## src/hdl/gna_pkg.sv

```systemverilog
`timescale 1ns / 1ps
// gna_pkg: beat types, field widths and codes for the greedy nearest association block.
// No dependencies.
package gna_pkg;

    localparam int COORD_W  = 16;
    localparam int SIZE_W   = 15;
    localparam int SCORE_W  = 16;
    localparam int CTR_W    = 18;   // doubled centre, signed
    localparam int DIFF_W   = 19;   // centre minus doubled position, signed
    localparam int OPND_W   = 18;   // multiplier operand, unsigned
    localparam int PROD_W   = 2 * OPND_W;
    localparam int SUM_W    = PROD_W + 1;
    localparam int GAIN_FRAC = 14;
    localparam int SLOT_OUT_W = 6;
    localparam int CFG_W    = 16;
    localparam int CFG_IDX_W = 2;

    localparam logic [1:0] KIND_CLEAR  = 2'd0;
    localparam logic [1:0] KIND_CAMERA = 2'd1;
    localparam logic [1:0] KIND_LIDAR  = 2'd2;

    localparam logic [CFG_IDX_W-1:0] CFG_MATCH_RADIUS = 2'd0;
    localparam logic [CFG_IDX_W-1:0] CFG_LIDAR_GAIN   = 2'd1;
    localparam logic [CFG_IDX_W-1:0] CFG_CAMERA_GAIN  = 2'd2;

    localparam logic [CFG_W-1:0] RST_MATCH_RADIUS = 16'd64;
    localparam logic [CFG_W-1:0] RST_LIDAR_GAIN   = 16'd11469;
    localparam logic [CFG_W-1:0] RST_CAMERA_GAIN  = 16'd4915;

    typedef struct packed {
        logic [1:0]                kind;
        logic signed [COORD_W-1:0] box_left;
        logic signed [COORD_W-1:0] box_top;
        logic [SIZE_W-1:0]         box_wide;
        logic [SIZE_W-1:0]         box_tall;
        logic [SCORE_W-1:0]        box_score;
        logic signed [COORD_W-1:0] obj_px;
        logic signed [COORD_W-1:0] obj_py;
        logic [SCORE_W-1:0]        obj_score;
    } t_in;

    typedef struct packed {
        logic                  matched;
        logic [SLOT_OUT_W-1:0] match_slot;
        logic [SCORE_W-1:0]    fused_score;
    } t_out;

    typedef struct packed {
        logic signed [CTR_W-1:0] x2;
        logic signed [CTR_W-1:0] y2;
        logic [SCORE_W-1:0]      score;
    } t_slot;

endpackage

```

## src/hdl/gna_mac.sv

```systemverilog
`timescale 1ns / 1ps
// gna_mac: shared two-product multiply-add unit, a0*b0 + a1*b1, two register stages.
// Depends on gna_pkg.
module gna_mac
    import gna_pkg::*;
(
    input  logic              i_clk,
    input  logic [OPND_W-1:0] i_a0,
    input  logic [OPND_W-1:0] i_b0,
    input  logic [OPND_W-1:0] i_a1,
    input  logic [OPND_W-1:0] i_b1,
    output logic [SUM_W-1:0]  o_sum
);

    logic [PROD_W-1:0] r_p0;
    logic [PROD_W-1:0] r_p1;
    logic [SUM_W-1:0]  r_sum;

    always_ff @(posedge i_clk) begin
        r_p0  <= i_a0 * i_b0;
        r_p1  <= i_a1 * i_b1;
        r_sum <= {1'b0, r_p0} + {1'b0, r_p1};
    end

    assign o_sum = r_sum;

endmodule

```

## config.mk

```make
export PLATFORM = sky130hd
export DESIGN_NAME = gna_mac
export DESIGN_NICKNAME = d
export VERILOG_FILES = /design/src/hdl/gna_pkg.sv /design/src/hdl/gna_mac.sv
export SDC_FILE = /design/constraint.sdc
export NUM_CORES = 2
export LEC_CHECK = 0
export BUFFER_PORTS_ARGS = -buffer_cell sky130_fd_sc_hd__buf_2
export CORE_ASPECT_RATIO = 0.75
export CORE_MARGIN = 3
export CORE_UTILIZATION = 55
export DETAILED_ROUTE_END_ITERATION = 12
export PLACE_DENSITY_LB_ADDON = 0.05
export SLEW_MARGIN = 20
export SYNTH_ARGS = -nofsm -noshare
export SYNTH_HDL_FRONTEND = slang
export SYNTH_SLANG_ARGS = --single-unit
```

## constraint.sdc

```tcl
create_clock -name i_clk -period 14.8 [get_ports i_clk]
set_clock_uncertainty 0.05 [all_clocks]
set_input_delay 3.7 -clock i_clk [delete_from_list [all_inputs] [get_ports i_clk]]
set_output_delay 3.7 -clock i_clk [all_outputs]
set_load 0.05 [all_outputs]
```

# --- Word level (Yosys, flattened, before mapping) ---
# Index checks and enable logic that the tools add are counted.
word_totals:
  reg_bits: 109
  wordCells: 6
classes:
  add_sub_neg: 1
  n_mul: 2
op_table:
  columns: ["operator", "count"]
  rows:
  - ["multiplier 18 x 18 -> 36 bit", 2]
  - ["adder 36 x 36 -> 37 bit", 1]

# --- Logic depth before layout (Yosys ltp) ---
depth:
  ltp_word: 1
  ltp_mapped: 23

# --- Worst setup path after synthesis ---
# Ideal clock, no wire load.
synth_path:
  path_type: "input to register"
  startpoint: "input i_a1[15]"
  endpoint: "register r_p1[26]"
  path_slack_ps: 5507
  required_time_ps: 14678
  setup_time_ps: 72
  n_path_buf: 3
  t_arrival_ps: 9171
  stages: 21
  path_cell_list: "clkbuf_1 > clkbuf_1 > nand2_1 > fa_1 > fa_1 > fa_1 > inv_1 > fa_1 > fa_1 > inv_1 > fa_1 > inv_1 > ha_1 > clkbuf_1 > a21o_1 > a31o_2 > or3_1 > nor3_1 > o31ai_1 > a21oi_1 > xnor2_1"
synth_via:
  elab_chain_len: 1
synth_lines:
  columns: ["item", "line_no", "rtl"]
  rows:
  - ["from (decl)", "gna_mac.sv:10", "input logic [OPND_W-1:0] i_a1,"]
  - ["multiplier 18 x 18 -> 36 bit", "gna_mac.sv:21", "r_p1 <= i_a1 * i_b1;"]
  - ["to (signal assigned)", "gna_mac.sv:21", null]
  - ["to (decl)", "gna_mac.sv:16", "logic [PROD_W-1:0] r_p1;"]
# Every way passes these cells.

# --- Final worst setup path ---
layout_path:
  startpoint: "input i_b1[12]"
  endpoint: "register r_p1[34]"
layout_via:
  elab_chain_len: 1
layout_lines:
  columns: ["item", "line_no", "rtl"]
  rows:
  - ["from (decl)", "gna_mac.sv:11", "input logic [OPND_W-1:0] i_b1,"]
  - ["multiplier 18 x 18 -> 36 bit", "gna_mac.sv:21", null]
# Every way passes these cells.

==> results_dict.tcl <==
set metrics [dict create \
    avgSynthCellArea_um2 8.754 \
    slew_violations 0 \
    critPathMostFrequentCell "fa_1" \
    clock_latency_ps 350 \
    die_area_um2 49220 \
    synth.area.top_cells "fa_1, ha_1, inv_1" \
    post-cts-setup-buffer-count 0 \
    cpLargestDelayFamily "adder cells" \
    syn_to_final_growth_pct 4.421 \
    vias 19230 \
    status "complete, no violations" \
    drtIter0Drc 1434 \
    ios 110 \
    fin_setup_tns_ps 0 \
    crit_start "i_b1[12]" \
    synthArstFlopShare 0 \
    synth-main-ff-cell "dfxtp_1" \
    crit_chain "buf_2 > nand2_1 > fa_1 > inv_1 > fa_1 > fa_1 > fa_1 > fa_1 > inv_1 > fa_1 > inv_1 > ha_1 > a21o_1 > a31o_2 > or3_1 > nor3_1 > nor3_1 > a21oi_1 > xnor2_1" \
    ys_seq_area_frac 0.08519 \
    cts_buffers 9 \
    synth_area_um2 25610 \
    rsz0062_at_grt "false" \
    ys_warn_count 0 \
    critical_path_depth 19 \
    syn_nets 3768 \
    r2r_start "r_p0[0]" \
    cts_max_level 3 \
    dp_hpwl_um 50730 \
    drc 0 \
    core_um2 45350 \
    fp.dieW_um 255.2 \
    routedWlPerCell_um 17.09 \
    grt.total_usage 0.2636 \
    die_h_um 192.9 \
    crit_path_max_incr_delay_ps 570 \
    slew_headroom 0.3018 \
    fmax_mhz 106.9 \
    yosysTopAreaCellShare 0.4010 \
    drive_gt1_frac 0.04846 \
    routed_wl_um 60700 \
    crit_fanout 18 \
    setup_viol 0 \
    vias_per_cell 5.416 \
    finalCritPeriodShare 0.6321 \
    path_buf_inv 4 \
    row_count 67 \
    ant_nets 0 \
    grt-ovfl-total 0 \
    cp.arrival_ps 9600 \
    cts.hold.buffers_added 0 \
    gp_congestion 0.9070 \
    hp-class "flop to flop" \
    endpoint "r_p1[34]" \
    finalCriticalPeriod_ps 9355 \
    worstRegToRegCells 10 \
    initial_core_util 0.5648 \
    grt_pass1_wl_um 102900 \
    cts.sinks 109 \
    hold_viol 0 \
    synth-seq-cells 109 \
    worst-endpoint-required_ps 15040 \
    postCtsResizedCells 0 \
    startpoint_type "primary input" \
    setup.worst_path.class "primary input to flop" \
    synth_top_cell_by_area "fa_1" \
    cts_tree "built" \
    cts_root_buffer "clkbuf_16" \
    synthCells 2926 \
    clkSlewWorstSetupHoldPaths_ps 70 \
    synth_cell_types 60 \
    max_cap_viol_count 0 \
    first_global_vias 20390 \
    first_pass_iters 5 \
    io_buffer_count 109 \
    fin_nets 3767 \
    end_kind "flop" \
    cpMaxStageDelayCell "fa_1" \
    synth_edf_count 0 \
    grt_max_degree 19 \
    grt_antenna_before_repair 0 \
    reg2reg_slack_ps 11190 \
    hp-start "r_p1[0]" \
    cts_max_path_buffers 2 \
    worstMarginPinSlew_ps 1034 \
    r2r-end "o_sum[32]" \
    diodes 0 \
]
[worst reg2reg max path, stage by stage (launching register included)]
cell and delay, ps:
dfxtp_1 340, ha_1 200, inv_1 70, fa_1 410
nor2b_1 170, o31a_1 220, o21ai_0 270, o311ai_0 960
o21ai_0 400, o21bai_1 260, xor2_1 200
[cells by family (layout without fill, tap and decap cells)]
family	Yosys count	in the layout	share of synthesized area
AND/OR/NAND/NOR	876	876	0.1643
adder cells (fa/ha/maj)	769	769	0.5260
buffers and inverters	769	773	0.1141
flip-flops	109	109	0.08519
multiplexers	1	1	0.0003908
AO/OA/AOI/OAI	315	315	0.08026
XOR/XNOR	87	87	0.02975
[cells in the final DEF, fill, tap and decap left out, types with 5 or more instances in the layout]
cell type    n
o21bai_1     9
o21ai_0     57
inv_1      648
xor2_1      22
a21oi_1    114
ha_1       256
xnor2_1     65
o21a_1      12
o211ai_1     7
dfxtp_1    109
a211o_1      7
nor2b_1     13
nand3_1     20
and3_1       8
buf_2      109
nor3_1      19
clkbuf_16    9
nor2_1      65
nand4_1     17
a21o_1      33
a31oi_1     13
o31ai_1      9
fa_1       513
a211oi_1    11
nand2_1    431
a31o_2       5
or3_1        5
and2_1     279
[stage by stage]
stage	setup slack (ps)	utilization	hold WS (ps)	instance area, um2	instances
after floorplan	5507	-	370.0	25610	2926
after global placement	5197	0.5831	387.3	26450	3535
after detailed placement	5117	0.5831	409.1	26450	3535
after CTS	5489	0.5897	426.5	26750	3551
after global routing	5184	0.5897	435.8	26750	3551
final	5445	0.5897	411.7	26750	3551
[sequential cells by signal (all words and copies together) (netlist names)]
register and count:
o_sum 37, r_p0 36, r_p1 36
[cells in the mapped netlist (all sizes together), types with 5 or more instances]
master / number
xor2: 22
a21o: 36
a211oi: 11
a31o: 5
nor2: 65
a21oi: 114
a211o: 7
and2: 279
or3: 5
nand4: 17
nand2: 431
o21ai: 59
o21a: 12
nor3: 19
a31oi: 14
xnor2: 65
o31ai: 10
clkbuf: 115
and3: 9
fa: 513
ha: 256
nand3: 20
nor2b: 13
buf: 6
inv: 648
dfxtp: 109
o211ai: 7
o21bai: 9
[layout make-up]
class	instances	area, um2
sequential	109	2182
inverter	648	2432
timing repair buffer	109	545.5
multi-input combinational	2048	20510
fill	4088	18610
clock inverter	6	71.32
clock buffer	10	229.0
tap	621	777.0
[per-layer routing]
metal  part of all wire  global-route usage  wire, um  vias to the layer above
li1                   -                   -         -                     8851
met1               0.46              0.3941     28080                     9695
met2               0.45              0.4096     27170                      632
met3              0.075             0.04541      4574                       54
met4              0.014             0.04404       865                        0
met5                  0                   0         0                        -
[worst min path at each step]
stage	slack, ps	endpoint	cells after the start
final	410	o_sum[0]	1
after global routing	440	o_sum[0]	1
after floorplan	370	o_sum[0]	1
after CTS	430	o_sum[0]	1
after global placement	390	o_sum[0]	1
after detailed placement	410	o_sum[0]	1
Power is not shown: default switching activity piles up to over one toggle a cycle in this logic, so the estimate is an artifact.
