**config.mk**
```make
export PLATFORM = sky130hd
export DESIGN_NAME = gna_table
export DESIGN_NICKNAME = d
export VERILOG_FILES = /design/src/hdl/gna_pkg.sv /design/src/hdl/gna_table.sv
export SDC_FILE = /design/constraint.sdc
export NUM_CORES = 2
export LEC_CHECK = 0
export BUFFER_PORTS_ARGS = -buffer_cell sky130_fd_sc_hd__buf_2
export CAP_MARGIN = 20
export CORE_UTILIZATION = 57
export DETAILED_ROUTE_END_ITERATION = 10
export GPL_TIMING_DRIVEN = 0
export PLACE_DENSITY_LB_ADDON = 0.12
export SLEW_MARGIN = 20
export SYNTH_ARGS = -nofsm -noshare
export SYNTH_HDL_FRONTEND = slang
export SYNTH_SLANG_ARGS = --single-unit
```
**constraint.sdc**
```tcl
create_clock -name i_clk -period 3.3 [get_ports i_clk]
set_input_delay 0.165 -clock i_clk [delete_from_list [all_inputs] [get_ports i_clk]]
set_output_delay 0.165 -clock i_clk [all_outputs]
set_load 0.005 [all_outputs]
```
**src/hdl/gna_pkg.sv**
```systemverilog
`timescale 1ns / 1ps
// gna_pkg: beat types, field widths and codes for the greedy nearest association block.
// No dependencies.
package gna_pkg;

    localparam int COORD_W  = 16;
    localparam int SIZE_W   = 15;
    localparam int SCORE_W  = 16;
    localparam int CTR_W    = 18;   // doubled centre, signed
    localparam int DIFF_W   = 19;   // centre minus doubled position, signed
    localparam int OPND_W   = 18;   // multiplier operand, unsigned
    localparam int PROD_W   = 2 * OPND_W;
    localparam int SUM_W    = PROD_W + 1;
    localparam int GAIN_FRAC = 14;
    localparam int SLOT_OUT_W = 6;
    localparam int CFG_W    = 16;
    localparam int CFG_IDX_W = 2;

    localparam logic [1:0] KIND_CLEAR  = 2'd0;
    localparam logic [1:0] KIND_CAMERA = 2'd1;
    localparam logic [1:0] KIND_LIDAR  = 2'd2;

    localparam logic [CFG_IDX_W-1:0] CFG_MATCH_RADIUS = 2'd0;
    localparam logic [CFG_IDX_W-1:0] CFG_LIDAR_GAIN   = 2'd1;
    localparam logic [CFG_IDX_W-1:0] CFG_CAMERA_GAIN  = 2'd2;

    localparam logic [CFG_W-1:0] RST_MATCH_RADIUS = 16'd64;
    localparam logic [CFG_W-1:0] RST_LIDAR_GAIN   = 16'd11469;
    localparam logic [CFG_W-1:0] RST_CAMERA_GAIN  = 16'd4915;

    typedef struct packed {
        logic [1:0]                kind;
        logic signed [COORD_W-1:0] box_left;
        logic signed [COORD_W-1:0] box_top;
        logic [SIZE_W-1:0]         box_wide;
        logic [SIZE_W-1:0]         box_tall;
        logic [SCORE_W-1:0]        box_score;
        logic signed [COORD_W-1:0] obj_px;
        logic signed [COORD_W-1:0] obj_py;
        logic [SCORE_W-1:0]        obj_score;
    } t_in;

    typedef struct packed {
        logic                  matched;
        logic [SLOT_OUT_W-1:0] match_slot;
        logic [SCORE_W-1:0]    fused_score;
    } t_out;

    typedef struct packed {
        logic signed [CTR_W-1:0] x2;
        logic signed [CTR_W-1:0] y2;
        logic [SCORE_W-1:0]      score;
    } t_slot;

endpackage

```
**src/hdl/gna_table.sv**
```systemverilog
`timescale 1ns / 1ps
// gna_table: frame table of detection centres/scores plus the taken flags.
// Registered read at one address per cycle. Depends on gna_pkg.
module gna_table
    import gna_pkg::*;
#(
    parameter int DEPTH = 64,
    parameter int IDX_W = 6
) (
    input  logic             i_clk,
    input  logic             i_wr_en,
    input  logic [IDX_W-1:0] i_wr_addr,
    input  t_slot            i_wr_data,
    input  logic             i_tk_we,
    input  logic [IDX_W-1:0] i_tk_addr,
    input  logic             i_tk_val,
    input  logic [IDX_W-1:0] i_rd_addr,
    output t_slot            o_rd_data,
    output logic             o_rd_taken
);

    t_slot r_mem   [DEPTH];
    logic  r_taken [DEPTH];
    t_slot r_rd_data;
    logic  r_rd_taken;

    always_ff @(posedge i_clk) begin
        if (i_wr_en) begin
            r_mem[i_wr_addr] <= i_wr_data;
        end
        r_rd_data <= r_mem[i_rd_addr];
    end

    always_ff @(posedge i_clk) begin
        if (i_tk_we) begin
            r_taken[i_tk_addr] <= i_tk_val;
        end
        r_rd_taken <= r_taken[i_rd_addr];
    end

    assign o_rd_data  = r_rd_data;
    assign o_rd_taken = r_rd_taken;

endmodule

```
# After elaboration in Yosys (flattened, before gate mapping)
# Memories as Yosys holds them, arrays and structs flattened. A register that Yosys moved wholly into a read port is not among the register bits.
# Index checks and enable logic that the tools add are counted.
# totals
ff_bits,0
ram_bits,3392
out_inout_bits,53
n_memories,2
# mem_list
memory,depth,width,read_ports,rd_clocked_by_memory_dff,write_ports,line,text
r_mem,64,52,1,1,1,gna_table.sv:22,t_slot r_mem [DEPTH];
r_taken,64,1,1,1,1,gna_table.sv:23,logic r_taken [DEPTH];
# op_classes
mux,4
# ops
operator,count
1-bit 2-to-1 mux,4

# Depth between registers and ports, before layout
# logic_depth
word_depth,2
mapped_depth,10

# Least setup slack after synthesis
# No wires, ideal clock.
# synth_timing
path_kind,input -> register
start,in i_wr_addr[5]
end,"mem r_mem[32][0] (netlist bit), enable pin"
setup_time_ns,0.462
arrival_time_ns,3.173
required_ns,2.838
path_slack_ns,-0.334
path_stages,4
path_buffers,2
cell_sequence,clkbuf_1 or3b_2 clkbuf_1 nor2_1
# synth_lines
element,line,text
start: declaration,gna_table.sv:12,"input logic [IDX_W-1:0] i_wr_addr,"
end: declaration,gna_table.sv:22,
# Straight into the memory's write port.

==> flow_results.org <==
** Critical path
- Along the worst path, the maximum fanout reaches 10.
- Critical Path Most Common Cell :: sky130_fd_sc_hd__buf_2
- At the worst endpoint, the arrival time is ~4300 ps.
- Required time worst endpoint :: between 4000 and 5000 ps
- In this design, the stage delay of the slowest critical-path cell is between 700 and 800 ps.
- Cells along the critical path :: buf_2 -> clkbuf_2 -> buf_2 -> buf_2 -> nand2_1 -> o22ai_1 -> nor3_1 -> o211a_1
- The largest individual stage delay along the critical path comes from the cell sky130_fd_sc_hd__o22ai_1.
- Kind of start point of the critical path :: input pin
- STA classifies the critical path endpoint as a flip-flop.
- Worst Setup Path Type :: in -> reg

** Synth
- Most used flip-flop cell after synthesis :: sky130_fd_sc_hd__edfxtp_1
- Most repeated cell in the gate-level netlist after synthesis :: sky130_fd_sc_hd__edfxtp_1
- The share of synthesized area in the top cell type comes to about four fifths.
- Number of enable-type register cells in the synthesized netlist :: 3392
- Summing the sequential cell areas from Yosys gives 79.3% of the chip area.
- Mean area per synthesized cell :: around 23 µm²
- Syn Nets :: between 5k and 6k
- The netlist uses 43 different library cells.
- Synthesis produced 5603 cells.
- Cell type contributing the most total cell area after synthesis :: sky130_fd_sc_hd__edfxtp_1
- Netlist area before placement :: around 0.13 mm²
- Top post-synthesis cells by count :: 3392 x sky130_fd_sc_hd__edfxtp_1, 814 x sky130_fd_sc_hd__mux4_2, 242 x sky130_fd_sc_hd__o22ai_1
- By area the synthesized netlist is led by sky130_fd_sc_hd__edfxtp_1 79%, sky130_fd_sc_hd__mux4_2 14%, sky130_fd_sc_hd__o22ai_1 1.2%.
- Of all flip-flops after synthesis, the portion carrying an async set or reset was 0%.
- Number of synthesized register bits :: approximately 3.4k
- For this run, the number of Yosys warnings is 0.

** STA
- Final clock period utilization by the worst path :: 107%
- Across all setup checks in the final design, the least slack found is -218 ps.
- Unrepaired setup endpoints after global routing :: no
- The final hold violation count came to 0.
- At the pin with the least slew margin, the transition time is 1170 ps.
- For the final database, setup skew stands at 31.8 ps.
- In this run the tightest slew margin relative to its limit is a little over a fifth.
- Based on the critical path, the design can be clocked at up to approximately 280 MHz.
- The number of pins with negative max-slew slack in the final report came to 0.
- Finish-stage setup viols :: 10
- Across all hold checks on the routed design, the worst slack comes to 211 ps.
- Time the final worst path needs with I/O delays and setup :: roughly 3500 ps

** Placement
- Placed wire-length estimate after detailed placement :: around 250 mm
- At the end of routability-driven placement, the weighted congestion stood at around 0.90.
- Count of input and output buffers :: 117
- In this run the cell area measured after placement is 0.139 mm².

** Routing
- The pre-antenna-repair detailed-routing pass consisted of 8 iterations.
- For this block, the via count after detailed routing is approximately 66k.
- Drt first-iter violations :: ~9.7k
- The routed design has around 370 mm of wire.
- Final routed wire length divided by cell count :: around 39 µm
- Number of DRC violations after detailed routing :: 0
- Routed via count divided by cell count :: 6.86
- Antenna Nets Post-Route :: 0

** Floorplan
- 127 I/O pins were placed.
- Std-Cell Rows :: between 150 and 200
- Measured along the x axis, the die boundary spans 479 µm.
- Vertical die dimension :: between 400 and 500 µm
- Area of the core region :: approximately 0.23 mm²
- For this configuration, the core starts out at a cell density of a little under three fifths.
- The floorplan step defined a die boundary enclosing 0.230 mm².

** Cells and area
- Of the cells placed in the final design, the portion with a size suffix greater than 1 is between 20 and 30%.
- Final standard cell area without fillers :: about 0.15 mm²
- From synthesis to final layout, the design area changed by 16.4%.
- Total number of nets in the final design :: 6410
- The layout has 14.3k filler cells.

** Power
- Summed over all cells, the static leakage comes to ~47 nW.
- Power dissipated by switching net loads :: ~0.02 W
- IR Drop Worst-Case VDD :: about 0.8 mV
- Fraction of power consumed by combinational cells :: around 5.4%
- Sw frac :: between 20% and 30%
- Clock share of power :: around 42%
- Share of power burned in registers :: between 50% and 60%
- The internal portion of the total power is a little over 0.07 W.
- For this design the ratio of total power to cell area is just over 600 mW/mm².

** Global routing
- The number of global-route vias before repair is ~65k.
- Overall track demand over capacity in global routing :: ~33%
- The initial antenna violation count came to 16.
- Gr ovfl total :: 0
- Global-route wire length before repair :: a little over 500 mm
- Largest net degree at the start of global routing :: 65

** CTS
- The clock net in this run drives a total of approximately 3.4k sinks.
- Number of buffers on the longest clock path :: 4
- The number of setup buffers added after CTS is 0.
- Clock-pin slew was measured on the worst setup and hold paths at 60 ps.
- The clock reaches the later pin of the worst-skew pair after roughly 960 ps.
- Number of buffers created by CTS :: between 300 and 400
- Root buffer cell :: sky130_fd_sc_hd__clkbuf_16
- H-tree depth :: 5
- TritonCTS built the clock tree.

** Status
- Violated checks :: setup timing
- The run finished, with violations left.

** Flow run
- Across the run, the number of max-cap violations was 0.

** Worst hold path
- The path class of the tightest hold or removal check is in -> reg.
cells in the final DEF, fill, tap and decap left out, types with 63 or more instances in the layout:
cell                            instances
sky130_fd_sc_hd__dlygate4sd3_1         63
sky130_fd_sc_hd__buf_12               111
sky130_fd_sc_hd__o221ai_1              68
sky130_fd_sc_hd__clkinv_2              84
sky130_fd_sc_hd__buf_16                83
sky130_fd_sc_hd__edfxtp_1            3392
sky130_fd_sc_hd__clkbuf_16            361
sky130_fd_sc_hd__buf_2                146
sky130_fd_sc_hd__nor2_4                64
sky130_fd_sc_hd__clkbuf_1             181
sky130_fd_sc_hd__o22ai_1              242
sky130_fd_sc_hd__buf_4                103
sky130_fd_sc_hd__mux2i_1               77
sky130_fd_sc_hd__mux4_2               814
sky130_fd_sc_hd__nor2_1                71
layout make-up:
cell class,count,area (µm²),area share (%)
Timing Repair Buffer,376,5870,3.89
Tap cell,2992,3740,2.48
Antenna cell,9,22.5,0.0149
Inverter,2,7.51,0.00497
Multi-Input combinational cell,1834,25500,16.9
Buffer,321,1810,1.20
Clock inverter,185,1690,1.12
Clock buffer,439,9410,6.23
Sequential cell,3445,103000,68.2
registers in the layout (all words and copies together), names as in the netlist:
register,cells
o_rd_data,52
o_rd_taken,1
r_mem,3328
r_taken,64
critical path: cells and delay by family:
family          cells  cell delay, ps
buf+inv             4            1980
compound gates      2            1160
simple gates        2             930
power groups by stage:
stage / Sequential, W / Clock, W / Combinational [W]
after floorplan: 0.0495 / 0 / 0.00229
after global placement: 0.0495 / 0 / 0.00463
after detailed placement: 0.0495 / 0 / 0.00483
after CTS: 0.0486 / 0.0391 / 0.00488
after global routing: 0.0485 / 0.0407 / 0.00509
final: 0.0485 / 0.0389 / 0.00496
per-layer routing:
metal	share of wire, %	vias up	GRT usage, %
li1	-	25600	-
met1	37	35100	45.6
met2	46	4344	49.9
met3	10	776	7.14
met4	5.9	6	16.0
met5	0.012	-	0
stage by stage:
stage                     worst slack, ps  std cells  TNS, ps  total power [W]  util (%)
after floorplan                      -334       5603  -360410           0.0518         -
after global placement              -3810       8712        -           0.0541      59.4
after detailed placement            -1540       8907   -56680           0.0543      61.7
after CTS                            5.40       9565        0           0.0926      66.8
after global routing                 5.72       9598        0           0.0944      66.9
final                                -218       9603    -1000           0.0924      67.0
what timing repair did:
action	CTS	global route
pin swaps	0	0
setup endpoints to repair	35	1
gates resized for setup	4	1
hold endpoints to repair	972	1792
hold buffers	35	28
cells by family after synthesis:
group	synth area share, %
DFF	79.3
muxes	15.1
AOI/OAI and AO/OA	2.82
and+or+nand+nor	1.40
buffers and inverters	1.37
worst paths after layout:
check	cells after the start	startpoint	slack, ps	endpoint
setup / recovery	8	i_rd_addr[3]	-220	o_rd_data[6]$_DFF_P_
hold / removal	5	i_rd_addr[5]	210	o_rd_data[22]$_DFF_P_
setup reg to reg	5	r_mem[50][18]$_DFFE_PP_	760	o_rd_data[18]$_DFF_P_
hold reg to reg	4	r_mem[54][12]$_DFFE_PP_	940	o_rd_data[12]$_DFF_P_
(Power assumes the default switching activity.)
